File: src/sv/csho_pkg.sv
// shared types and constants for the convex slab hull overlap unit
// no dependencies; imported by every module of the block
`default_nettype none

package csho_pkg;

  // hull size and derived widths
  localparam int MAX_FACES = 32;
  localparam int FI_W      = $clog2(MAX_FACES);
  localparam int NW        = $clog2(MAX_FACES + 1);
  localparam int CNT_W     = $clog2(MAX_FACES + 3);
  localparam int PROD_W    = 51;
  localparam int ACC_W     = PROD_W + $clog2(MAX_FACES) + 1;
  localparam int DIV_W     = ACC_W - 14;
  localparam int DCW       = $clog2(DIV_W + 1);

  // register file
  localparam int ADDR_W = 3;
  localparam logic [ADDR_W-3:0] REG_ACTIVE = 1'd0;
  localparam logic [ADDR_W-3:0] REG_RADIUS = 1'd1;

  // item opcodes
  localparam logic OP_LOAD  = 1'b0;
  localparam logic OP_POINT = 1'b1;

  typedef enum logic [1:0] {
    REL_FRONT = 2'd0,
    REL_BACK  = 2'd1,
    REL_INTER = 2'd2
  } rel_t;

  typedef struct packed {
    logic               op;
    logic [4:0]         face_index;
    logic signed [15:0] normal_x;
    logic signed [15:0] normal_y;
    logic signed [15:0] normal_z;
    logic signed [31:0] slab_low;
    logic signed [31:0] slab_high;
    logic signed [31:0] point_x;
    logic signed [31:0] point_y;
    logic signed [31:0] point_z;
    logic               last;
  } in_t;

  typedef struct packed {
    logic [1:0]         relation;
    logic signed [31:0] inter_x;
    logic signed [31:0] inter_y;
    logic signed [31:0] inter_z;
  } out_t;

  // one face slab
  typedef struct packed {
    logic signed [15:0] nx;
    logic signed [15:0] ny;
    logic signed [15:0] nz;
    logic signed [31:0] lo;
    logic signed [31:0] hi;
  } face_t;

  // running projection range of one face
  typedef struct packed {
    logic signed [31:0] mn;
    logic signed [31:0] mx;
  } rng_t;

endpackage

`default_nettype wire

File: src/sv/csho_proj.sv
// two-stage projection of a point onto a face normal, floor and saturate
// depends on csho_pkg
`default_nettype none

module csho_proj (
  input  wire logic               clk,
  input  wire logic               rst,
  input  wire logic               in_v,
  input  wire logic signed [15:0] nx,
  input  wire logic signed [15:0] ny,
  input  wire logic signed [15:0] nz,
  input  wire logic signed [31:0] px,
  input  wire logic signed [31:0] py,
  input  wire logic signed [31:0] pz,
  output logic                    out_v,
  output logic signed [31:0]      d
);
  import csho_pkg::*;

  logic               s1_v;
  logic signed [47:0] mx_q, my_q, mz_q;
  logic signed [49:0] sum;
  logic signed [35:0] sh;

  // stage 1: three products
  always_ff @(posedge clk) begin
    mx_q <= nx * px;
    my_q <= ny * py;
    mz_q <= nz * pz;
  end

  // stage 2: sum, floor shift, saturate
  assign sum = 50'(mx_q) + 50'(my_q) + 50'(mz_q);
  assign sh  = 36'(sum >>> 14);

  always_ff @(posedge clk) begin
    if (sh > 36'sh0_7FFF_FFFF) begin
      d <= 32'sh7FFF_FFFF;
    end else if (sh < -36'sh0_8000_0000) begin
      d <= 32'sh8000_0000;
    end else begin
      d <= sh[31:0];
    end
  end

  always_ff @(posedge clk) begin
    if (rst) begin
      s1_v  <= 1'b0;
      out_v <= 1'b0;
    end else begin
      s1_v  <= in_v;
      out_v <= s1_v;
    end
  end

endmodule

`default_nettype wire

File: config.mk
export PLATFORM = sky130hd
export DESIGN_NAME = csho_proj
export DESIGN_NICKNAME = d
export VERILOG_FILES = /design/src/sv/csho_pkg.sv /design/src/sv/csho_proj.sv
export SDC_FILE = /design/constraint.sdc
export NUM_CORES = 2
export LEC_CHECK = 0
export BUFFER_PORTS_ARGS = -buffer_cell sky130_fd_sc_hd__clkbuf_2
export CAP_MARGIN = 30
export CORE_MARGIN = 2
export CORE_UTILIZATION = 39
export CTS_CLUSTER_SIZE = 24
export DETAILED_ROUTE_END_ITERATION = 8
export PLACE_DENSITY = 0.6
export SYNTH_ARGS = -nofsm -noshare
export SYNTH_HDL_FRONTEND = slang
export SYNTH_SLANG_ARGS = --single-unit
File: constraint.sdc
create_clock -name clk -period 7.3 [get_ports clk]
set_clock_uncertainty 0.15 [all_clocks]
set_input_delay 1.095 -clock clk [delete_from_list [all_inputs] [get_ports clk]]
set_output_delay 1.095 -clock clk [all_outputs]
set_load 0.05 [all_outputs]
* Yosys cells after proc, flatten, opt, wreduce, memory -nomap -nowiden
Index checks and enable logic that the tools add are counted.
** Word-level totals
- Memories :: 0
- RAM bits :: 0
- Flip-flop bits (word level) :: 178
- Bits in latches :: 0
- Output and inout port bits :: 33
- Word-level logic and storage cells :: 14
- ROM bits :: 0
** Operators by class
- Shifts and indexed selects :: 0
- Multiply operators :: 3
- Equality and inequality tests :: 0
- Bitwise operators :: 0
- Reductions and logical operators :: 0
- Div/mod/pow operators :: 0
- Muxes and demuxes :: 1
- $lt $le $gt $ge :: 2
- $add $sub $neg :: 2
** Operators by type and width (number)
- 16-bit by 32-bit multiplier with 48-bit output :: 3
- 49-bit by 48-bit adder with 50-bit output :: 1
- 48-bit by 48-bit adder with 49-bit output :: 1
- 36-bit by 32-bit > comparator with 1-bit output, second input constant :: 1
- 36-bit by 32-bit < comparator with 1-bit output, second input constant :: 1
- 32-bit 2-to-1 mux :: 1

* Logic depth before layout (Yosys ltp)
- Depth in word-level cells :: 4
- Mapped depth :: 26
- Depth with buffers taken out :: 25

* Worst setup path after synthesis
No wires, ideal clock.
- Path kind :: input-to-reg
- Start :: in pz[10]
- End :: reg mz_q[40]
- Library setup time :: 0.127 ns
- Cell stages on the path :: 20
- Path slack :: 0.045 ns
- Data arrival time :: 6.978 ns
- Buffers on the path :: 1
- Required time :: 7.023 ns
- Path through :: clkbuf_1 -> nand2_1 -> fa_1 -> fa_1 -> fa_1 -> fa_1 -> inv_1 -> fa_1 -> fa_1 -> ha_1 -> a21o_1 -> a21o_1 -> a21oi_1 -> a21bo_2 -> a211oi_1 -> o221ai_1 -> a41o_1 -> a211oi_1 -> o21ai_0 -> xor2_1
** On the way
- Longest elaborated chain between the ends :: 1
** Ends and longest elaborated chain
- start, declared :: line csho_proj.sv:14 : input wire logic signed [31:0] pz,
- 16-bit by 32-bit multiplier with 48-bit output :: line csho_proj.sv:29 : mz_q <= nz * pz;
- end signal, assigned :: line csho_proj.sv:29
- end, declared :: line csho_proj.sv:21 : logic signed [47:0] mx_q, my_q, mz_q;
Every way passes these cells.
A chain may end at the register's enable or synchronous reset.

* Worst setup path after layout
- Start :: in nz[4]
- End :: reg mz_q[44]
** On the way
- Longest elaborated chain between the ends :: 1
** Ends and longest elaborated chain
- start, declared :: line csho_proj.sv:11 : input wire logic signed [15:0] nz,
- 16-bit by 32-bit multiplier with 48-bit output :: line csho_proj.sv:29
Every way passes these cells.

==> reports/results.tsv <==
metric	value	unit
CTS tree	done	
die area	0.1579	sq mm
layout cells sized above 1	0.1135	
cell count of the worst reg-to-reg path	13	
most frequent CP cell	fa_1	
routed wire length	158500	um
Slew @ Worst Pin	0.7125	ns
# fillers	15210	
crit path launch type	input port	
IO buf count	179	
Wirelength per Cell	17.18	um
GRT Overall Usage	0.2086	
Crit path largest cell delay	0.56	ns
CP Class	in -> reg	
DRC viols	0	
die height	397.4	um
max cap viols	0	
Final ANT Viol Nets	0	
via count	44662	
Layout Nets	9204	
CTS buffer count	17	
antenna violations before repair	8	
first-pass GRT wire length	261300	um
Fin Setup TNS	0	ns
GR Overflow Total	0	
Mapped Area	0.06036	sq mm
hold path start	s1_v	
flop2flop setup slack	2.47	ns
sequential area share after synthesis	0.05903	
max-slew violations	0	
maximum fanout along the worst path	16	
# IOs	180	
Chip Width	397.4	um
CP max stage cell	fa_1	
largest net degree at the start of global routing	33	
Post-synth EDFFs	0	
status	completed	
Detailed Route Iter0 Violations	2289	
critical path depth in cells	24	
area used by multi-input combinational logic	0.04954	sq mm
dominant cell type by area after synthesis	fa_1	
Initial Util	0.3923	
top cell type's share of synthesized area	0.4991	
critical path's top delay family	adder cells	
CP endpoint kind	flop	
Core Box Area	0.1539	sq mm
Area contributors post-synth	fa_1, inv_1, ha_1	
final-report hold violation count	0	
mean area per synthesized cell	9.037	sq um
Area growth syn-to-layout	12.56	%
Reg area	0.003563	sq mm
worst skew pair latency	0.45	ns
num rows	144	
vias per cell	4.843	
Post-synth ARST share	0	
Min-Delay Path Depth	1	
cell breakdown of the critical path	clkbuf_2 > buf_4 > buf_4 > and2_1 > fa_1 > inv_1 > fa_1 > fa_1 > inv_1 > fa_1 > fa_1 > inv_1 > fa_1 > inv_1 > ha_1 > a21oi_2 > o21ai_0 > a21o_1 > a21oi_1 > o221ai_1 > o21ai_2 > a211oi_2 > or4_1 > nand3_1	
Post-Syn Nets	8722	
slew margin rel.	0.5216	
Worst-path clk slew	0.07	ns
htree depth	4	
YS warnings	0	
cell count after synthesis	6680	
clk sinks	178	
Clock Tree Buf Depth	2	
register bit total from synthesis	178	
number of global-route vias before repair	49314	
final setup fails	0	
WHS Endpoint	out_v	
WP buf/inv	7	
R2R Path Start	mz_q[6]	
distinct cell type count after synthesis	71	
RePlAce Congestion	0.8903	
worst reg2reg path endpoint	d[16]	
count leader, synth	inv_1	
CP Data Required Time	7.53	ns
fmax	141.9	MHz
CTS hold repair buffers	0	
post-route minimum period	7.048	ns
critical path arrival	7.28	ns
Top FF cell, synth	dfxtp_1	
DRT Pass-1 Iters	6	
HPWL after detailed placement	141900	um
Tcrit/Tclk final	0.9655	
synth cell count leaders	inv_1, fa_1, nand2_1, and2_1, ha_1	
clock root cell	clkbuf_16	
Min-Delay Path Class	reg -> reg	
## flip-flops by register name, summed over array words and instances (netlist names)
signal	count
d	32
my_q	48
s1_v	1
mz_q	48
mx_q	48
out_v	1
## final cells by class
type                    count  share of cell area
repair buffers            744             0.07944
flip-flops and latches    178             0.05245
inverters                1674             0.09248
well taps                2044             0.03764
clock buffers              17            0.006261
clock inverters            14            0.002504
multi-input cells        4547              0.7291
diodes                      4           0.0001473
## per-layer routing
metal | global-route usage | up-vias | routed length, um
met5 | 0 | - | 39
met4 | 0.04620 | 4 | 3616
met3 | 0.01954 | 201 | 6344
met2 | 0.3658 | 995 | 79320
met1 | 0.2790 | 23000 | 69160
li1 | - | 20462 | -
## placed cells by master (no fill, tap or decap), types with 5 or more instances in the layout
| master | netlist | routed |
|---|---|---|
| xnor2_1 | 140 | 140 |
| dfxtp_1 | 178 | 178 |
| clkbuf_2 | 1 | 176 |
| or3_1 | 5 | 5 |
| nand2_1 | 910 | 910 |
| fa_1 | 1505 | 1504 |
| o21a_1 | 22 | 22 |
| a211oi_1 | 17 | 15 |
| a21oi_1 | 188 | 184 |
| nand2b_1 | 30 | 30 |
| nand3_1 | 34 | 34 |
| ha_1 | 390 | 390 |
| nor2_1 | 155 | 155 |
| a211o_1 | 6 | 6 |
| o21ai_0 | 92 | 90 |
| inv_1 | 1672 | 1672 |
| and4_1 | 10 | 10 |
| nor3_1 | 15 | 15 |
| o31ai_1 | 9 | 8 |
| nor4_1 | 9 | 8 |
| o21bai_1 | 29 | 29 |
| a21o_1 | 94 | 94 |
| nor2b_1 | 25 | 25 |
| and2_1 | 633 | 633 |
| buf_4 | 3 | 543 |
| inv_6 | 0 | 6 |
| and3_1 | 13 | 13 |
| nand4_1 | 34 | 34 |
| a2111oi_0 | 6 | 5 |
| a31oi_1 | 14 | 13 |
| o211ai_1 | 11 | 11 |
| xor2_1 | 45 | 45 |
| buf_12 | 0 | 20 |
| o21ai_1 | 35 | 35 |
| clkbuf_16 | 0 | 17 |
## how the worst max path moves through the flow
stage	start	to	slack (ns)
final	nz[4]	mz_q[44]	0.25
after global placement	nz[2]	mz_q[43]	-0.36
after CTS	nz[2]	mz_q[43]	0.05
after global routing	nz[4]	mz_q[44]	-0.02
after detailed placement	nz[2]	mz_q[43]	-0.41
after floorplan	pz[10]	mz_q[40]	0.04
## per-stage QoR
| stage | instances | instance area [sq um] | util | hold WS (ns) | worst slack [ns] |
|---|---|---|---|---|---|
| 3_5_place_dp | 9185 | 67220 | 0.4369 | 0.3008 | -0.4094 |
| 3_3_place_gp | 9185 | 67220 | 0.4369 | 0.2817 | -0.3580 |
| 5_1_grt | 9221 | 67940 | 0.4416 | 0.3256 | -0.01798 |
| 4_1_cts | 9216 | 67820 | 0.4408 | 0.3140 | 0.05461 |
| 6_report | 9222 | 67950 | 0.4416 | 0.3074 | 0.2520 |
| 2_1_floorplan | 6680 | 60360 | - | 0.2638 | 0.04460 |
## cell families after synthesis
group,synth area share
and+or+nand+nor,0.1507
DFF,0.05903
muxes,0.0003317
AOI/OAI and AO/OA,0.06115
buffers and inverters,0.1220
adders and majority gates,0.5800
xor gates and xnor gates,0.02684
## repair_timing
action,4_1_cts,5_1_grt
setup buffers,0,2
hold endpoints to repair,0,0
setup endpoints to repair,0,29
resized for setup,0,30
Power is left out: the tool's default activity adds up to more than one toggle a clock period on the data nets, which glitch-free logic cannot reach.
