## config.mk

```make
export PLATFORM = sky130hd
export DESIGN_NAME = csho_cell
export DESIGN_NICKNAME = d
export VERILOG_FILES = /design/src/sv/csho_pkg.sv /design/src/sv/csho_cell.sv
export SDC_FILE = /design/constraint.sdc
export NUM_CORES = 1
export LEC_CHECK = 0
export ABC_AREA = 1
export BUFFER_PORTS_ARGS = -buffer_cell sky130_fd_sc_hd__buf_4
export CORE_AREA = 2 2 183 185
export CTS_CLUSTER_SIZE = 24
export DETAILED_ROUTE_END_ITERATION = 10
export DIE_AREA = 0 0 185 187
export SKIP_CTS_REPAIR_TIMING = 1
export SYNTH_ARGS = -nofsm -noshare
export SYNTH_HDL_FRONTEND = slang
export SYNTH_SLANG_ARGS = --single-unit
```

## constraint.sdc

```tcl
create_clock -name clk -period 5.8 [get_ports clk]
set_input_delay 0.58 -clock clk [delete_from_list [all_inputs] [get_ports clk]]
set_output_delay 0.58 -clock clk [all_outputs]
set_load 0.03 [all_outputs]
```

## src/sv/csho_pkg.sv

```systemverilog
// shared types and constants for the convex slab hull overlap unit
// no dependencies; imported by every module of the block
`default_nettype none

package csho_pkg;

  // hull size and derived widths
  localparam int MAX_FACES = 32;
  localparam int FI_W      = $clog2(MAX_FACES);
  localparam int NW        = $clog2(MAX_FACES + 1);
  localparam int CNT_W     = $clog2(MAX_FACES + 3);
  localparam int PROD_W    = 51;
  localparam int ACC_W     = PROD_W + $clog2(MAX_FACES) + 1;
  localparam int DIV_W     = ACC_W - 14;
  localparam int DCW       = $clog2(DIV_W + 1);

  // register file
  localparam int ADDR_W = 3;
  localparam logic [ADDR_W-3:0] REG_ACTIVE = 1'd0;
  localparam logic [ADDR_W-3:0] REG_RADIUS = 1'd1;

  // item opcodes
  localparam logic OP_LOAD  = 1'b0;
  localparam logic OP_POINT = 1'b1;

  typedef enum logic [1:0] {
    REL_FRONT = 2'd0,
    REL_BACK  = 2'd1,
    REL_INTER = 2'd2
  } rel_t;

  typedef struct packed {
    logic               op;
    logic [4:0]         face_index;
    logic signed [15:0] normal_x;
    logic signed [15:0] normal_y;
    logic signed [15:0] normal_z;
    logic signed [31:0] slab_low;
    logic signed [31:0] slab_high;
    logic signed [31:0] point_x;
    logic signed [31:0] point_y;
    logic signed [31:0] point_z;
    logic               last;
  } in_t;

  typedef struct packed {
    logic [1:0]         relation;
    logic signed [31:0] inter_x;
    logic signed [31:0] inter_y;
    logic signed [31:0] inter_z;
  } out_t;

  // one face slab
  typedef struct packed {
    logic signed [15:0] nx;
    logic signed [15:0] ny;
    logic signed [15:0] nz;
    logic signed [31:0] lo;
    logic signed [31:0] hi;
  } face_t;

  // running projection range of one face
  typedef struct packed {
    logic signed [31:0] mn;
    logic signed [31:0] mx;
  } rng_t;

endpackage

`default_nettype wire

```

## src/sv/csho_cell.sv

```systemverilog
// one cell of the face ring: holds a slab and its projection range
// depends on csho_pkg
`default_nettype none

module csho_cell (
  input  wire logic           clk,
  input  wire logic           face_shift,
  input  wire logic           face_load,
  input  wire csho_pkg::face_t face_ld,
  input  wire csho_pkg::face_t face_in,
  output csho_pkg::face_t     face_out,
  input  wire logic           rng_shift,
  input  wire csho_pkg::rng_t rng_in,
  output csho_pkg::rng_t      rng_out
);
  import csho_pkg::*;

  face_t face;
  rng_t  rng;

  // slab store, loaded directly or passed along the ring
  always_ff @(posedge clk) begin
    if (face_load) begin
      face <= face_ld;
    end else if (face_shift) begin
      face <= face_in;
    end
  end

  // range store moves on its own schedule
  always_ff @(posedge clk) begin
    if (rng_shift) begin
      rng <= rng_in;
    end
  end

  assign face_out = face;
  assign rng_out  = rng;

endmodule

`default_nettype wire

```

; Yosys cells after proc, flatten, opt, wreduce, memory -nomap -nowiden
; Cells that the tools add are included.
[word_totals]
out_inout_bits = 176
ff_bits = 176
input_bits = 292
[classes]
reduce_logical = 1
mux = 2
[op_table]
columns = op, count
row1 = two-way mux 112 bit, 2
row2 = nonzero test 2 bit, 1

; Longest topological paths before layout
; Gate-level depths: netlist (run 1).
[logic_depth]
depth_word = 2
depth_mapped = 6

; Worst setup path after synthesis (run 1)
; Ideal clock, no wire load.
[synth_timing]
kind = input -> register
startpoint = input face_load
endpoint = register face (netlist bit face_out[0]), enable pin
setup_time_ps = 423
slack_ps = 3190
t_arrival_ps = 2186
cell_stages = 3
path_cell_list = buf_6 buf_6 or2_2
[synth_via]
elab_chain_cells = 1
[synth_rtl]
columns = item, line
row1 = start: declaration, csho_cell.sv:8  ; input wire logic face_load,
row2 = nonzero test 2 bit (no line), n/a
row3 = end signal: assignment, csho_cell.sv:24  ; face <= face_ld;
row4 = end signal: assignment, csho_cell.sv:26  ; face <= face_in;
row5 = end: declaration, csho_cell.sv:18  ; face_t face;
; No other way between the ends.
; A chain may end at the register's enable or synchronous reset.

; Final worst setup path (run 1)
[layout_timing]
startpoint = input face_load
endpoint = register face (netlist bit face_out[17]), enable pin
; The elaborated chain is that of the path after synthesis.

==> flow_summary_export.csv, run 1 <==
group,metric,value,unit
outcome,status,"finished, final reports clean",
critical_path,startpoint_type,"input port",
job,drv_cap,0,
route,wire_per_inst,16.4,µm
power_and_ir_drop,p_leak,5.30,nW
clocking,h-tree-depth,4,
sta,slew_viol_final,0,
die,fp.dieW,185,µm
clocking,clk_pin_slew,0.07,ns
route,route.antenna.remaining_nets,0,
critical_path,cp.arrival,2.66,ns
sta,max_freq,384,MHz
sta,period_needed,2.60,ns
finish,layout_common_cells,"buf_4 (470), nand2_1 (326), edfxtp_1 (176)",
grt,grtUsageTotal,13.5,%
route,viasPerCell,3.85,
grt,antenna_found_initial,0,
sta,tightest_slew,0.946,ns
sta,setup_violations,0,
die,die-area,34600,µm²
die,ioPinCount,468,
route,vias,5632,
finish,fillerInstances,3340,
route,dr.pass1.iters,4,
die,start_util,20.6,%
clocking,cts_buffers,17,
place,portBuffers,467,
min_path,worstHoldStart,"rng_in[29]",
sta,slew_headroom,37.0,%
sta,fin_crit_sh,44.9,%
power_and_ir_drop,ir_worst_vdd,0.182,mV
sta,whs,0.329,ns
synthesis,netlist_instances,539,
place,dp_hpwl,18600,µm
finish,antennaDiodeCount,0,
finish,fin_util,34.1,%
synthesis,seq_area_frac_synth,78.0,%
place,gp_congestion,0.810,
critical_path,cp.required,5.86,ns
synthesis,synth_area,6780,µm²
die,rows,67,
clocking,clock-sinks,176,
synthesis,ys_ff_latch,176,
sta,rsz0062_at_grt,"false",
die,die_h,187,µm
route,dr.first_iter.drc_count,166,
sta,fin_setup_tns,0,ns
grt,grt_max_degree,76,
min_path,hold_path.class,"input port to register",
grt,first_global_vias,5745,
route,wirelength,23900,µm
critical_path,worstSetupPathType,"input port to register",
grt,grt.overflow.total,0,
finish,fin_nets,1295,
min_path,hold_end,"rng_out[29]$_DFFE_PP_",
grt,grt_pass1_wl,33800,µm
synthesis,syn_nets,831,
clocking,clock-root-buffer,"clkbuf_16",
clocking,clk_path_buf_depth,2,
die,core_area,32900,µm²
finish,final_common_cell,"buf_4",
critical_path,critPathCaptureType,"register",
synthesis,ys_types,7,
finish,areaGrowthSynthToFinish,65.4,%
power_and_ir_drop,pwr_density_cell,304,nW/µm²
route,drc,0,
clocking,cts_tree,"built",
synthesis,syn_avg_cell_area,12.6,µm²
finish,drive_gt1_share,50.3,%
sta,hold_violations,0,
min_path,hold_depth,1,
synthesis,synth_warnings,0,
critical_path,critPathMaxFanout,62,
## per-stage QoR
| stage | cells | cell area (µm²) | worst slack [ns] | power [mW] |
|---|---|---|---|---|
| 6_report | 1463 | 11200 | 3.20 | 3.41 |
| 4_1_cts | 1463 | 11200 | 3.14 | 3.47 |
| 5_1_grt | 1463 | 11200 | 3.04 | 3.56 |
| 2_1_floorplan | 539 | 6780 | 3.19 | 1.96 |
| 3_3_place_gp | 1432 | 10700 | 2.76 | 2.36 |
| 3_5_place_dp | 1432 | 10700 | 2.67 | 2.37 |
## worst max path at each step
stage	startpoint	endpoint	slack (ns)	cells past startpoint
2_1_floorplan	face_load	face_out[0]$_DFFE_PP_	3.19	3
3_3_place_gp	face_load	face_out[5]$_DFFE_PP_	2.76	3
3_5_place_dp	face_load	face_out[32]$_DFFE_PP_	2.67	3
4_1_cts	face_load	face_out[34]$_DFFE_PP_	3.14	3
5_1_grt	face_load	face_out[34]$_DFFE_PP_	3.04	3
6_report	face_load	face_out[17]$_DFFE_PP_	3.20	3
## worst max-delay path, cell delays in order
cell and delay (ns):
buf_4 0.42, or2_4 0.84, buf_4 0.67
## flip-flops by register name, indices dropped and copies added, names as in the netlist
register  flops
face_out    112
rng_out      64
## power by group
part           internal (mW)  switching (mW)  total [mW]
registers               1.54          0.0401        1.58
logic                  0.300           0.439       0.739
clock network          0.560           0.526        1.09
## routing by layer
metal	vias up	share of wire [%]	GRT usage (%)
li1	2710	-	-
met1	2601	34	13.3
met2	304	51	24.2
met3	17	13	6.87
met4	0	2.0	4.85
met5	-	0	0
## final cells by class
cell class                 count  area, µm²  share of cell area [%]
sequential                   176       5290                    47.1
timing repair buffer         470       3530                    31.5
clock inverter                12        104                   0.926
inverter                       1       6.26                  0.0558
tap                          448        561                    5.00
multi-input combinational    337       1290                    11.6
clock buffer                  19        433                    3.86
## cell families (layout without fill, tap and decap cells)
kind of cell	count (synthesis)	count (layout)	share of synthesized area, %
AND/OR/NAND/NOR	337	337	19.1
flip-flops	176	176	78.0
buffers and inverters	26	502	2.95
## synthesized netlist by cell type
cell type,n,area (µm²)
nand2_1,326,1220
edfxtp_1,176,5290
or2_2,1,6.26
buf_2,14,70.1
nand2_2,10,62.6
buf_6,11,124
inv_4,1,6.26
No activity file was read; power rests on OpenSTA's default activity.
==> inputs of run 2 (changes only) <==
Settings changed: CORE_AREA 2 2 183 185 to 2 2 181 183, DIE_AREA 0 0 185 187 to 0 0 183 185.
Clock period 5.8 ns to 2.71 ns, I/O delays scaled along.
==> run 2 against run 1 <==
  * Hold slack worse by 0.30 ns
  * Critical path depth fell by 2
  * Worst setup slack worse by 1.9 ns
  * Combinational power up 130%
  * Die area shrank 2.1%
  * Final cell count is 1.7% higher
  * First-iteration DRC count increased by 77%
  * Total power is 120% higher
  * Sequential share of layout area fell by 2.6 points
  * Critical path type is now register to primary output
  * Critical endpoint is now face_out[53]
==> flow_summary_export.csv, run 2 (synthesis gave the netlist of run 1 again) <==
group,metric,value,unit
sta,max_freq,731,MHz
finish,areaGrowthSynthToFinish,74.9,%
route,route.antenna.remaining_nets,0,
critical_path,critPathMaxStageDelay,0.46,ns
grt,grt_pass1_wl,34100,µm
finish,drive_gt1_share,47.7,%
critical_path,startpoint_type,"register",
grt,grtUsageTotal,13.8,%
min_path,hold_path.class,"input port to register",
sta,hold_violations,0,
finish,stdcell_count,1488,
sta,slew_viol_final,0,
critical_path,cpLargestDelayFamily,"flip-flops",
job,drv_cap,0,
place,dp_hpwl,18700,µm
finish,fin_nets,1360,
clocking,cts_tree,"built",
sta,fin_crit_sh,50.5,%
grt,first_global_vias,5706,
grt,antenna_found_initial,0,
critical_path,cp.required,2.44,ns
critical_path,critPathSlowestCell,"edfxtp_1",
power_and_ir_drop,ir_worst_vdd,0.404,mV
clocking,h-tree-depth,4,
power_and_ir_drop,p_leak,5.59,nW
grt,grt.overflow.total,0,
finish,final_common_cell,"buf_4",
critical_path,crit_chain,"buf_4",
grt,grt_max_degree,83,
sta,period_needed,1.37,ns
die,start_util,21.2,%
clocking,clock-root-buffer,"clkbuf_16",
place,place_area,10700,µm²
die,ioPinCount,468,
critical_path,cp.arrival,1.10,ns
sta,slew_headroom,42.1,%
die,fp.dieW,183,µm
power_and_ir_drop,pwr_density_cell,626,nW/µm²
route,vias,5971,
sta,whs,0.0268,ns
route,viasPerCell,4.01,
critical_path,critPathCaptureType,"primary output",
finish,layout_common_cells,"buf_4 (469), nand2_1 (326), edfxtp_1 (176)",
sta,tightest_slew,0.868,ns
finish,finish.instance_area,11900,µm²
route,dr.pass1.iters,4,
outcome,status,"finished, final reports clean",
place,placed_cells,1395,
place,gp_congestion,0.823,
route,wire_per_inst,16.8,µm
route,drc,0,
critical_path,critPathBufInv,1,
sta,fin_setup_tns,0,ns
route,dr.first_iter.drc_count,293,
finish,antennaDiodeCount,0,
die,die_h,185,µm
clocking,clk_pin_slew,0.08,ns
critical_path,critPathMaxFanout,1,
sta,rsz0062_at_grt,"false",
critical_path,worstSetupPathType,"register to primary output",
sta,setup_violations,0,
die,core_area,32000,µm²
place,portBuffers,467,
clocking,cts_buffers,17,
clocking,clock-sinks,176,
die,rows,66,
clocking,clk_path_buf_depth,2,
route,wirelength,25100,µm
die,die-area,33900,µm²
finish,largest_reg_flops,112,
-- run 2: final timing paths --
path,from,end,slack (ns),cells after the start
max,face_out[53]$_DFFE_PP_,face_out[53],1.34,1
min,rng_in[3],rng_out[3]$_DFFE_PP_,0.03,1
-- run 2: metal layers --
| layer | GRT usage [%] | vias to the layer above | wire, µm |
|---|---|---|---|
| li1 | - | 2841 | - |
| met1 | 16.3 | 2788 | 10100 |
| met2 | 23.3 | 322 | 12500 |
| met3 | 4.82 | 20 | 2060 |
| met4 | 4.77 | 0 | 427 |
| met5 | 0 | - | 0 |
-- run 2: through the flow --
step | power [mW] | setup slack (ns) | utilization [%]
floorplan | 4.19 | 0.409 | -
global placement | 5.06 | 1.05 | 33.4
detailed placement | 5.07 | 1.03 | 33.4
CTS | 7.44 | 1.32 | 35.1
global route | 7.71 | 1.30 | 37.0
finish | 7.42 | 1.34 | 37.0
-- run 2: final cells by class --
cell class | count | area [µm²]
Fill cell | 3190 | 20200
Sequential cell | 176 | 5290
Timing Repair Buffer | 535 | 4220
Multi-Input combinational cell | 337 | 1290
Tap cell | 408 | 510
Clock buffer | 18 | 429
Clock inverter | 13 | 110
Inverter | 1 | 6.26
-- run 2: report_power, final --
group	total [mW]	switching [mW]	internal, mW
logic	1.68	0.972	0.710
registers	3.39	0.0837	3.30
clock network	2.35	1.16	1.19
total	7.42	2.22	5.20
