[config.mk]
export PLATFORM = sky130hd
export DESIGN_NAME = csho_div
export DESIGN_NICKNAME = d
export VERILOG_FILES = /design/src/sv/csho_pkg.sv /design/src/sv/csho_div.sv
export SDC_FILE = /design/constraint.sdc
export NUM_CORES = 1
export LEC_CHECK = 0
export BUFFER_PORTS_ARGS = -buffer_cell sky130_fd_sc_hd__buf_2
export CAP_MARGIN = 25
export CORE_MARGIN = 2
export CORE_UTILIZATION = 45
export CTS_BUF_LIST = sky130_fd_sc_hd__clkbuf_2
export CTS_CLUSTER_SIZE = 16
export DETAILED_ROUTE_END_ITERATION = 10
export PLACE_DENSITY_LB_ADDON = 0.12
export SLEW_MARGIN = 20
export SYNTH_ARGS = -nofsm -noshare
export SYNTH_HDL_FRONTEND = slang
export SYNTH_SLANG_ARGS = --single-unit
[constraint.sdc]
create_clock -name clk -period 2.3 [get_ports clk]
set_input_delay 0.46 -clock clk [delete_from_list [all_inputs] [get_ports clk]]
set_output_delay 0.46 -clock clk [all_outputs]
set_load 0.02 [all_outputs]
[src/sv/csho_pkg.sv]
// shared types and constants for the convex slab hull overlap unit
// no dependencies; imported by every module of the block
`default_nettype none

package csho_pkg;

  // hull size and derived widths
  localparam int MAX_FACES = 32;
  localparam int FI_W      = $clog2(MAX_FACES);
  localparam int NW        = $clog2(MAX_FACES + 1);
  localparam int CNT_W     = $clog2(MAX_FACES + 3);
  localparam int PROD_W    = 51;
  localparam int ACC_W     = PROD_W + $clog2(MAX_FACES) + 1;
  localparam int DIV_W     = ACC_W - 14;
  localparam int DCW       = $clog2(DIV_W + 1);

  // register file
  localparam int ADDR_W = 3;
  localparam logic [ADDR_W-3:0] REG_ACTIVE = 1'd0;
  localparam logic [ADDR_W-3:0] REG_RADIUS = 1'd1;

  // item opcodes
  localparam logic OP_LOAD  = 1'b0;
  localparam logic OP_POINT = 1'b1;

  typedef enum logic [1:0] {
    REL_FRONT = 2'd0,
    REL_BACK  = 2'd1,
    REL_INTER = 2'd2
  } rel_t;

  typedef struct packed {
    logic               op;
    logic [4:0]         face_index;
    logic signed [15:0] normal_x;
    logic signed [15:0] normal_y;
    logic signed [15:0] normal_z;
    logic signed [31:0] slab_low;
    logic signed [31:0] slab_high;
    logic signed [31:0] point_x;
    logic signed [31:0] point_y;
    logic signed [31:0] point_z;
    logic               last;
  } in_t;

  typedef struct packed {
    logic [1:0]         relation;
    logic signed [31:0] inter_x;
    logic signed [31:0] inter_y;
    logic signed [31:0] inter_z;
  } out_t;

  // one face slab
  typedef struct packed {
    logic signed [15:0] nx;
    logic signed [15:0] ny;
    logic signed [15:0] nz;
    logic signed [31:0] lo;
    logic signed [31:0] hi;
  } face_t;

  // running projection range of one face
  typedef struct packed {
    logic signed [31:0] mn;
    logic signed [31:0] mx;
  } rng_t;

endpackage

`default_nettype wire

[src/sv/csho_div.sv]
// restoring divider, one quotient bit a cycle
// depends on csho_pkg
`default_nettype none

module csho_div (
  input  wire logic             clk,
  input  wire logic             rst,
  input  wire logic             start,
  input  wire logic [csho_pkg::DIV_W-1:0] dividend,
  input  wire logic [csho_pkg::NW-1:0]    divisor,
  output logic                  done,
  output logic [csho_pkg::DIV_W-1:0]      quot
);
  import csho_pkg::*;

  logic [DIV_W-1:0] qr;
  logic [NW-1:0]    rm;
  logic [NW:0]      trial, diff;
  logic [DCW-1:0]   cnt;
  logic             run, ge;

  // trial subtract of the next bit
  assign trial = {rm, qr[DIV_W-1]};
  assign ge    = trial >= {1'b0, divisor};
  assign diff  = trial - {1'b0, divisor};

  always_ff @(posedge clk) begin
    if (start) begin
      qr <= dividend;
      rm <= '0;
    end else if (run) begin
      qr <= {qr[DIV_W-2:0], ge};
      rm <= ge ? diff[NW-1:0] : trial[NW-1:0];
    end
  end

  // iteration control
  always_ff @(posedge clk) begin
    if (rst) begin
      run  <= 1'b0;
      done <= 1'b0;
      cnt  <= '0;
    end else begin
      done <= 1'b0;
      if (start) begin
        run <= 1'b1;
        cnt <= DCW'(DIV_W);
      end else if (run) begin
        cnt <= cnt - 1'b1;
        if (cnt == DCW'(1)) begin
          run  <= 1'b0;
          done <= 1'b1;
        end
      end
    end
  end

  assign quot = qr;

endmodule

`default_nettype wire

Word-level counts from Yosys, hierarchy flattened

Cells that the tools add are included.

Add/sub/neg operators: 2
Order comparisons: 1
Equal/unequal tests: 1
Multiplexer cells: 9
Bitwise logic cells: 1
Reduce and logical (&&, ||, !) cells: 3

Operators by type and width:

| cell                                                                | number |
|---|---|
| 43-bit 2-to-1 mux                                                   | 2 |
| 6-bit 2-to-1 mux                                                    | 3 |
| 7-bit by 6-bit greater-or-equal comparator with 1-bit output        | 1 |
| 6-bit by 1-bit == test with 1-bit output (second input constant)    | 1 |
| 6-bit by 1-bit subtractor with 6-bit output (second input constant) | 1 |
| 6-bit subtractor                                                    | 1 |
| 1-bit 2-to-1 mux                                                    | 4 |
| 3-bit OR reduction                                                  | 1 |
| 2-bit nonzero test                                                  | 1 |
| 2-bit OR reduction                                                  | 1 |
| 1-bit inverter                                                      | 1 |

Flip-flop bits (word level): 57
Bits of input ports: 52
Output and inout port bits: 44
Word-level logic and storage cells: 23

Longest topological paths before layout

Gate-level depths: netlist of the first run.

Word-level depth: 4
Depth in mapped cells: 8
Gate-level depth less buffers: 8

Worst setup path before layout of the first run

Ideal clock, no wire load.

Path kind: input-to-reg
From: input divisor[4] (netlist bit)
To: register qr[0], in the netlist quot[0] (data pin)
Setup time: 0.260 ns
Data arrival time: 1.836 ns
Setup slack: 0.204 ns
Stages: 7
Buffers on the path: 1
Path through: inv_1 -> ha_1 -> a21o_1 -> a211o_1 -> a41o_1 -> buf_6 -> mux2_2

Word-level cells in the longest chain between the ends: 3

Ends and longest elaborated chain:

| element                                                      | line           | text |
|---|---|---|
| start: declaration                                           | csho_div.sv:10 | `input wire logic [csho_pkg::NW-1:0] divisor,` |
| 7-bit by 6-bit greater-or-equal comparator with 1-bit output | csho_div.sv:24 | `assign ge = trial >= {1'b0, divisor};` |
| 43-bit 2-to-1 mux                                            | csho_div.sv:31 | `end else if (run) begin` |
| 43-bit 2-to-1 mux                                            | csho_div.sv:28 | `if (start) begin` |
| end signal: assignment                                       | csho_div.sv:29 | `qr <= dividend;` |
| end signal: assignment                                       | csho_div.sv:32 | `qr <= {qr[DIV_W-2:0], ge};` |
| end: declaration                                             | csho_div.sv:16 | `logic [DIV_W-1:0] qr;` |

No other way between the ends. The select of a mux whose other input is x is not followed.
A chain may end at the register's enable or synchronous reset.

Final worst setup path of the first run

From: register qr[42], in the netlist quot[42]
To: register rm[4]

Word-level cells in the longest chain between the ends: 2
Elaborated cells on any way between the ends: 3
Those cells by class: add/sub: 1; order compare: 1; mux: 1

Ends and longest elaborated chain:

| element                                                                                                 | line                           | text |
|---|---|---|
| 6-bit subtractor / 7-bit by 6-bit greater-or-equal comparator with 1-bit output (equally long branches) | csho_div.sv:25, csho_div.sv:24 |  |
| 6-bit 2-to-1 mux *                                                                                      | csho_div.sv:33                 | `rm <= ge ? diff[NW-1:0] : trial[NW-1:0];` |
| end signal: assignment                                                                                  | csho_div.sv:33                 |  |
| end: declaration                                                                                        | csho_div.sv:17                 | `logic [NW-1:0] rm;` |

Every way passes the cells marked *; elsewhere a longest branch is shown, timed or not.

==> results.md, run 1 <==
* Status: complete, no violations
* Clock power share at 28.7%
* Post-DP HPWL at about 4 mm
* Top FF cell, synth: edfxtp_1
* DRC Markers at 0
* Layout Nets at between 300 and 400
* Worst setup path class: flip-flop to flip-flop
* Rows at 28
* Post-synthesis register bit count at 57
* Die footprint at between 6000 and 7000 um^2
* Initial antenna violation count at 0
* Syn. warnings at 0
* Critical path endpoint category: flip-flop
* CTS tree: built
* IO Count at between 90 and 100
* Number of global-route vias before repair at approximately 1900
* Mean post-synth cell area at about 14 um^2
* Share of power burned in registers at 50.0%
* Clk root buf: clkbuf_2
* Via count at 1949
* Hold Buf Count CTS at 0
* Skew-Pair Late Insertion Delay at approximately 450 ps
* Final period demand of the worst path at about 2000 ps
* Critical path peak fanout at 3
* Power consumption at about 2600 uW
* EDFF count, synth at between 40 and 50
* Measured slew at the worst slew-check pin at between 400 and 500 ps
* Clk pin slew, worst setup/hold paths at ~180 ps
* Cell internal pwr at ~1800 uW
* Leakage Power at between 0.0015 and 0.002 uW
* Final Cell Area at ~3500 um^2
* Multi-input gate area at roughly 1100 um^2
* Syn Nets at between 200 and 300
* Layout area overhead at 26.30%
* Critical Path RT at 2670 ps
* Async S/R FF share, synth at 0%
* CTS H-Tree Depth at 3
* Clk sinks at between 50 and 60
* Setup bufs post-CTS at 0
* Gr ovfl total at 0
* Total track usage at 17.38%
* Sw frac at ~29%
* Core ar. at just under 6000 um^2
* DRT Pass-1 Iters at 4
* First-pass GRT wire length at roughly 8.6 mm
* Mapped Area at around 2800 um^2
* Register area at ~1600 um^2
* Largest net degree at the start of global routing at 23
* Share of cells above drive strength 1 at between 50% and 60%
* CP peak stage delay at ~460 ps
* Peak Freq at 0.4900 GHz
* 1st-iter DRT viols at 110
* Psw at between 700 and 800 uW
* Slew headroom at between 60 and 70%
* Max IR drop VDD at 626.4 uV
* Hold WC Path Type: input pin to flip-flop
* Final setup vio count at 0
* Syn Inst Count at 203
* RSZ-0062 raised after global routing: no
* PD cells at between 700 and 800 nW/um^2
* Final period utilization at 88.73%
* Startpoint Class: flip-flop
* Combinational cell fraction of total power at a little over a fifth
* Final hold violation count at 0
* Fillers at just over 500
* DP Area at approximately 3300 um^2
* Drt wl/cell at roughly 14 um
* Seq/Total Area, Yosys at 57.14%
* Initial Util at 46.45%
* Die Span Y at a little over 80 um
* Min Hold Slack at between 200 and 300 ps
* I/O Buffers at 95
* Setup TNS at 0 ps
* Die Span X at 82.18 um
* Max clock buf depth at 2
* Cts bufs inserted at 9
* Unique masters post-synth at 38
* Max Cap Viol at 0
* Post-cts sizing count at 0
* Worst EP arrival at 2410 ps
* Placer Congestion at approximately 0.74
* ANT cells at 0
* Wirelength, routed at about 5.4 mm
* Detail Route Antenna Nets at 0
* Crit-path cells: inv_1 > ha_1 > fa_1 > nand2b_1 > a21oi_1 > xor2_1 > mux2i_1 > a211oi_1
* Skew final at around 17 ps
* Vias/cell at slightly above 5
* Final Slew Violations at 0
* CP max-delay cell: edfxtp_1
worst paths after layout:
check                 from      to  slack (ps)  cells past startpoint
setup / recovery  quot[42]   rm[4]         260                      8
hold reg to reg      rm[2]   rm[2]         530                      2
setup reg to reg  quot[42]   rm[4]         260                      8
hold / removal         rst  cnt[2]         260                      2
cells in the mapped netlist, types with 2 or more instances:
library cell / number / area (um^2)
mux2_2: 44 / 495.5
edfxtp_1: 43 / 1291
dfxtp_1: 14 / 280.3
inv_1: 11 / 41.29
nor2_1: 10 / 37.54
ha_1: 9 / 112.6
a21oi_1: 8 / 40.04
nand2_1: 6 / 22.52
o21ai_0: 5 / 25.02
clkbuf_1: 4 / 15.01
nand2b_1: 4 / 25.02
nor3_1: 4 / 20.02
xnor2_1: 4 / 35.03
a211oi_1: 3 / 22.52
buf_4: 3 / 22.52
mux2i_1: 3 / 30.03
xor2_1: 3 / 26.28
buf_6: 2 / 22.52
nand4b_1: 2 / 17.52
nor2b_1: 2 / 12.51
nor3b_1: 2 / 15.01
through the flow:
step / setup WS, ps / utilization (%) / std cells
after floorplan: 203.8 / - / 203
after global placement: 99.84 / 56.42 / 371
after detailed placement: 75.73 / 56.42 / 371
after CTS: 244.9 / 58.66 / 387
after global routing: 83.49 / 58.66 / 387
final: 259.3 / 58.66 / 387
layout by cell type (no fill, tap or decap), drive strengths merged:
cell type  instances
buf              103
o21ai              5
or2                1
ha                 9
clkinv             5
nor4b              1
nor2              10
xor2               3
dfxtp             14
fa                 1
a31oi              1
xnor2              4
nand2b             4
or3                1
a211o              1
nor2b              2
mux2i              3
nand3b             1
inv               11
a41o               1
nand4b             2
edfxtp            43
bufinv             2
o311ai             2
nor3b              2
a211oi             4
nor3               4
a22oi              1
a21o               1
nor4               1
nand2              6
o21a               1
mux2              44
a21oi              8
clkbuf            10
worst max-delay path: cells and delay by family, from the launching register on:
kind	cells	cell delay [ps]
compound gates	2	420
xor+xnor	1	160
fa+ha+maj	2	580
buf+inv	1	80
flops	1	460
mux	1	90
simple gates	1	170
power groups by stage:
stage | logic, uW | registers, uW | clock network (uW)
global route | 610 | 1310 | 809
finish | 551 | 1290 | 739
global placement | 548 | 1310 | 0
detailed placement | 557 | 1310 | 0
CTS | 559 | 1290 | 753
floorplan | 274 | 1410 | 0
layer usage:
metal	wire, um	global-route usage [%]
met1	2420	21.62
met5	0	0
met4	86	8.833
met3	382	6.413
met2	2559	26.59
state kept, by name, summed over array words and instances (netlist names):
| name | count |
|---|---|
| quot | 43 |
| rm | 6 |
| done | 1 |
| run | 1 |
| cnt | 6 |
area by class of cell:
type | count | share of cell area [%]
clock buffers | 10 | 1.441
clock inverters | 6 | 2.378
inverters | 12 | 1.297
multi-input cells | 124 | 30.80
flip-flops and latches | 57 | 45.25
well taps | 75 | 2.702
repair buffers | 103 | 16.14
cells by family (layout without fill, tap and decap cells):
family,after synthesis,after routing,share of synthesized area [%]
flip-flops,57,57,57.14
multiplexers,47,47,19.11
AND/OR/NAND/NOR,35,35,6.734
AO/OA/AOI/OAI,25,25,6.006
buffers and inverters,22,131,3.958
adder cells (fa/ha/maj),10,10,4.823
XOR/XNOR,7,7,2.229
No activity file was read; power rests on OpenSTA's default activity.
==> run 2, diff against run 1 <==
--- a/config.mk
+++ b/config.mk
@@ -13,6 +13,7 @@
 export CTS_CLUSTER_SIZE = 16
 export DETAILED_ROUTE_END_ITERATION = 10
 export PLACE_DENSITY_LB_ADDON = 0.12
+export RECOVER_POWER = 100
 export SLEW_MARGIN = 20
 export SYNTH_ARGS = -nofsm -noshare
 export SYNTH_HDL_FRONTEND = slang
==> results.md, run 2 (synthesis gave the netlist of run 1 again) <==
* Fillers at 536 (was 507)
* Startpoint Class: input pin (was flip-flop)
* Non-Filler Instances at 387 (unchanged)
* Critical Path RT at 2470 ps (was 2670 ps)
* Leakage Power at 0.001362 uW (was 0.001502 uW)
* Die Span X at 82.18 um (unchanged)
* Worst setup path class: input pin to flip-flop (was flip-flop to flip-flop)
* IO Count at 96 (unchanged)
* Detail Route Antenna Nets at 0 (unchanged)
* Worst EP arrival at 2290 ps (was 2410 ps)
* Layout area overhead at 23.75% (was 26.30%)
* Final setup vio count at 0 (unchanged)
* Die Span Y at 82.18 um (unchanged)
* Placer Congestion at 0.7427 (unchanged)
* Worst-case reg-to-reg path depth at 8 (unchanged)
* Cells after DPL at 371 (unchanged)
* Status: complete, no violations (unchanged)
* Via count at 1951 (was 1949)
* First-pass GRT wire length at 8.597 mm (unchanged)
* Largest net degree at the start of global routing at 23 (unchanged)
* Hold WC Path Type: input pin to flip-flop (unchanged)
* Hold depth at 2 (unchanged)
* Slew headroom at 23.64% (was 67.47%)
* Skew-Pair Late Insertion Delay at 450 ps (about the same)
* Most frequent cells in the layout: buf_2, clkbuf_1, mux2_2, edfxtp_1, dfxtp_1 (was buf_2, mux2_2, edfxtp_1, dfxtp_1, inv_1)
* Final Cell Area at 3403 um^2 (was 3473 um^2)
* Number of global-route vias before repair at 1897 (unchanged)
* Core ar. at 5921 um^2 (unchanged)
* Gr ovfl total at 0 (unchanged)
* 1st-iter DRT viols at 101 (was 110)
* ANT cells at 0 (unchanged)
* Max Cap Viol at 0 (unchanged)
* Total track usage at 17.38% (unchanged)
* Critical path endpoint category: flip-flop (unchanged)
* Hold Buf Count CTS at 0 (unchanged)
* Final hold violation count at 0 (unchanged)
* Post-DP HPWL at 4.037 mm (unchanged)
* Power consumption at 2558 uW (was 2578 uW)
* Critical path peak fanout at 22 (was 3)
* Max FFs per register at 43 (unchanged)
* Clk pin slew, worst setup/hold paths at 180 ps (about the same)
* Initial antenna violation count at 0 (unchanged)
* Initial Util at 46.45% (unchanged)
* Vias/cell at 5.041 (was 5.036)
* Post-cts sizing count at 0 (unchanged)
* DP Area at 3341 um^2 (unchanged)
* Peak Freq at 0.4718 GHz (was 0.4900 GHz)
* Final period demand of the worst path at 2120 ps (was 2041 ps)
* Final Slew Violations at 0 (unchanged)
* Wirelength, routed at 5.462 mm (was 5.449 mm)
* Die footprint at 6753 um^2 (unchanged)
* Share of cells above drive strength 1 at 36.86% (was 52.56%)
* CTS tree: built (unchanged)
* Max clock buf depth at 2 (unchanged)
* Drt wl/cell at 14.11 um (was 14.08 um)
* Skew final at 18.11 ps (was 16.84 ps)
* Final period utilization at 92.16% (was 88.73%)
* Setup bufs post-CTS at 0 (unchanged)
* Final Core Density at 57.48% (was 58.66%)
* Max IR drop VDD at 622.2 uV (was 626.4 uV)
* Setup TNS at 0 ps (unchanged)
* RSZ-0062 raised after global routing: no (unchanged)
* I/O Buffers at 95 (unchanged)
* Rows at 28 (unchanged)
* Clk sinks at 57 (unchanged)
* CTS H-Tree Depth at 3 (unchanged)
* Leading cell type in the layout, fill and taps excluded: buf_2 (unchanged)
* Cts bufs inserted at 9 (unchanged)
* DRT Pass-1 Iters at 4 (unchanged)
* Clk root buf: clkbuf_2 (unchanged)
* PD cells at 751.6 nW/um^2 (was 742.4 nW/um^2)
* DRC Markers at 0 (unchanged)
* Measured slew at the worst slew-check pin at 1145 ps (was 488.0 ps)
* Layout Nets at 369 (unchanged)
## run 2: changes by cell type in the layout (fill, tap and decap cells not counted), sizes merged
cell    before  now
buf        103   54
clkbuf      10   59
## run 2: cell type report
cell class | instances | area [um^2] | area share [%]
sequential | 57 | 1572 | 46.18
multi-input combinational | 124 | 1070 | 31.43
timing repair buffer | 103 | 490.5 | 14.41
tap | 75 | 93.84 | 2.757
clock inverter | 6 | 82.58 | 2.426
clock buffer | 10 | 50.05 | 1.471
inverter | 12 | 45.04 | 1.324
## run 2: power breakdown
group	switching (uW)	internal, uW
Combinational	300	226
Sequential	58.9	1230
Clock	381	360
## run 2: stage by stage
step / worst slack (ps) / hold WS [ps]
final: 180.2 / 253.8
after global routing: 64.97 / 195.7
after CTS: 244.9 / 217.2
after detailed placement: 75.73 / 514.9
after global placement: 99.84 / 503.1
after floorplan: 203.8 / 477.9
## run 2: routing by layer
metal	wire, um	GRT usage, %	up-vias
met4	87	8.833	0
met2	2567	26.59	55
met5	0	0	-
met3	373	6.413	9
li1	-	-	965
met1	2433	21.62	922
## run 2: worst max-delay path: stages
cell	delay, ps
clkbuf_1	820
or2_0	740
buf_12	250
## run 2: final timing paths
kind / slack, ps / end / startpoint
max: 180 / quot[12] / start
min reg2reg: 530 / rm[3] / rm[3]
min: 250 / cnt[2] / rst
max reg2reg: 260 / rm[4] / quot[42]
==> run 3, diff against run 2 <==
--- a/config.mk
+++ b/config.mk
@@ -8,7 +8,7 @@
 export BUFFER_PORTS_ARGS = -buffer_cell sky130_fd_sc_hd__buf_2
 export CAP_MARGIN = 25
 export CORE_MARGIN = 2
-export CORE_UTILIZATION = 45
+export CORE_UTILIZATION = 35
 export CTS_BUF_LIST = sky130_fd_sc_hd__clkbuf_2
 export CTS_CLUSTER_SIZE = 16
 export DETAILED_ROUTE_END_ITERATION = 10
==> constraint.sdc (replaced) <==
create_clock -name clk -period 2.3 [get_ports clk]
set_input_delay 0.23 -clock clk [delete_from_list [all_inputs] [get_ports clk]]
set_output_delay 0.23 -clock clk [all_outputs]
set_load 0.02 [all_outputs]
==> results.md, run 3 (synthesis gave the netlist of run 1 again) <==
* CTS H-Tree Depth at 3 (unchanged)
* Post-DP HPWL at 4.002 mm (was 4.037 mm)
* Post-cts sizing count at 0 (unchanged)
* First-pass GRT wire length at 9.149 mm (was 8.597 mm)
* Placer Congestion at 0.7342 (was 0.7427)
* Rows at 32 (was 28)
* DRC Markers at 0 (unchanged)
* Layout Nets at 376 (was 369)
* Core ar. at 7687 um^2 (was 5921 um^2)
* Largest net degree at the start of global routing at 22 (was 23)
* Final setup vio count at 0 (unchanged)
* Initial antenna violation count at 0 (unchanged)
* Die Span Y at 92.64 um (was 82.18 um)
* Detail Route Antenna Nets at 0 (unchanged)
* Clk root buf: clkbuf_2 (unchanged)
* Skew-Pair Late Insertion Delay at 460 ps (was 450 ps)
* Slew headroom at 13.07% (was 23.64%)
* Skew final at 29.50 ps (was 18.11 ps)
* Peak Freq at 0.4846 GHz (was 0.4718 GHz)
* Clk sinks at 57 (unchanged)
* Critical path endpoint category: flip-flop (unchanged)
* Clk pin slew, worst setup/hold paths at 190 ps (was 180 ps)
* Measured slew at the worst slew-check pin at 1304 ps (was 1145 ps)
* Hold Buf Count CTS at 9 (was 0)
* Most frequent cells in the layout: buf_2, clkbuf_1, mux2_2, edfxtp_1, dfxtp_1 (unchanged)
* Setup TNS at 0 ps (unchanged)
* 1st-iter DRT viols at 88 (was 101)
* Cts bufs inserted at 9 (unchanged)
* Vias/cell at 4.679 (was 5.041)
* ANT cells at 0 (unchanged)
* IO Count at 96 (unchanged)
* Final Cell Area at 3452 um^2 (was 3403 um^2)
* PD cells at 671.9 nW/um^2 (was 751.6 nW/um^2)
* Setup bufs post-CTS at 0 (unchanged)
* Leakage Power at 0.001358 uW (was 0.001362 uW)
* Initial Util at 35.77% (was 46.45%)
* Number of global-route vias before repair at 1900 (was 1897)
* Worst setup path class: flip-flop to flip-flop (was input pin to flip-flop)
* Max FFs per register at 43 (unchanged)
* I/O Buffers at 95 (unchanged)
* Fillers at 805 (was 536)
* Min Hold Slack at 69.63 ps (was 253.8 ps)
* Final period demand of the worst path at 2063 ps (was 2120 ps)
* Hold_sp: dividend[12] (was rst)
* Startpoint Class: flip-flop (was input pin)
* Max Cap Viol at 0 (unchanged)
* CP Launch Point: rm[3] (was start)
* Via count at 1965 (was 1951)
* Die footprint at 8582 um^2 (was 6753 um^2)
* Worst EP arrival at 2400 ps (was 2290 ps)
* Die Span X at 92.64 um (was 82.18 um)
* Final Slew Violations at 0 (unchanged)
* CTS tree: built (unchanged)
* RSZ-0062 raised after global routing: no (unchanged)
* Max IR drop VDD at 338.0 uV (was 622.2 uV)
* Critical path peak fanout at 10 (was 22)
* Total track usage at 13.61% (was 17.38%)
* Max clock buf depth at 2 (unchanged)
* Drt wl/cell at 13.27 um (was 14.11 um)
* Final hold violation count at 0 (unchanged)
* Final period utilization at 89.71% (was 92.16%)
* Worst r2r src: rm[3] (was quot[42])
* Critical Path RT at 2640 ps (was 2470 ps)
* Status: complete, no violations (unchanged)
* Power consumption at 2319 uW (was 2558 uW)
* Share of cells above drive strength 1 at 35.85% (was 36.86%)
* Hold WC Path Type: input pin to flip-flop (unchanged)
* Gr ovfl total at 0 (unchanged)
* DRT Pass-1 Iters at 4 (unchanged)
* Leading cell type in the layout, fill and taps excluded: buf_2 (unchanged)
* Wirelength, routed at 5.574 mm (was 5.462 mm)
* DP Area at 3347 um^2 (was 3341 um^2)
* Layout area overhead at 25.52% (was 23.75%)
## run 3: cell count changes in the layout (fill, tap and decap cells not counted), sizes merged
| cell | change |
|---|---|
| buf | +1 |
| bufinv | -2 |
| clkbuf | -4 |
| clkinv | -1 |
| clkinvlp | +3 |
| dlygate4sd3 | +9 |
## run 3: where the power goes
part,internal (uW),total [uW],switching [uW]
Sequential,1230,1290,58.5
Clock,128,496,369
Combinational,230,531,301
Total,1590,2320,728
## run 3: path summary, 6_finish.rpt
check,endpoint,slack (ps),cells past startpoint
worst min-delay path,quot[12],70,2
worst max register to register,rm[0],240,6
worst min register to register,rm[5],510,2
worst max-delay path,rm[0],240,6
## run 3: worst max-delay path, cell delays in order, from the launching register on
cell	delay (ps)
dfxtp_1	360
ha_1	340
a21o_1	180
a211o_1	280
a41o_1	340
or3_1	390
o311ai_0	90
## run 3: area by class of cell
cell class	count	area [um^2]	area share [%]
Inverter	12	45.04	1.305
Multi-Input combinational cell	124	1065	30.84
Timing Repair Buffer	110	561.8	16.27
Clock buffer	9	45.04	1.305
Tap cell	102	127.6	3.697
Sequential cell	57	1572	45.52
Clock inverter	6	36.28	1.051
## run 3: per-layer routing
metal	vias to the layer above	wire (um)	part of all wire [%]	track usage, %
met5	-	0	0	0
met4	0	84	1.5	6.618
met3	8	271	4.9	3.417
met2	49	2654	48	20.92
met1	936	2563	46	17.97
li1	972	-	-	-
## run 3: per-stage QoR
stage          setup WS, ps  instances  util, %
2_1_floorplan         388.3        203        -
3_3_place_gp          273.8        396    43.54
3_5_place_dp          231.5        396    43.54
4_1_cts               249.7        420    45.77
5_1_grt               111.4        420    44.91
6_report              236.6        420    44.91
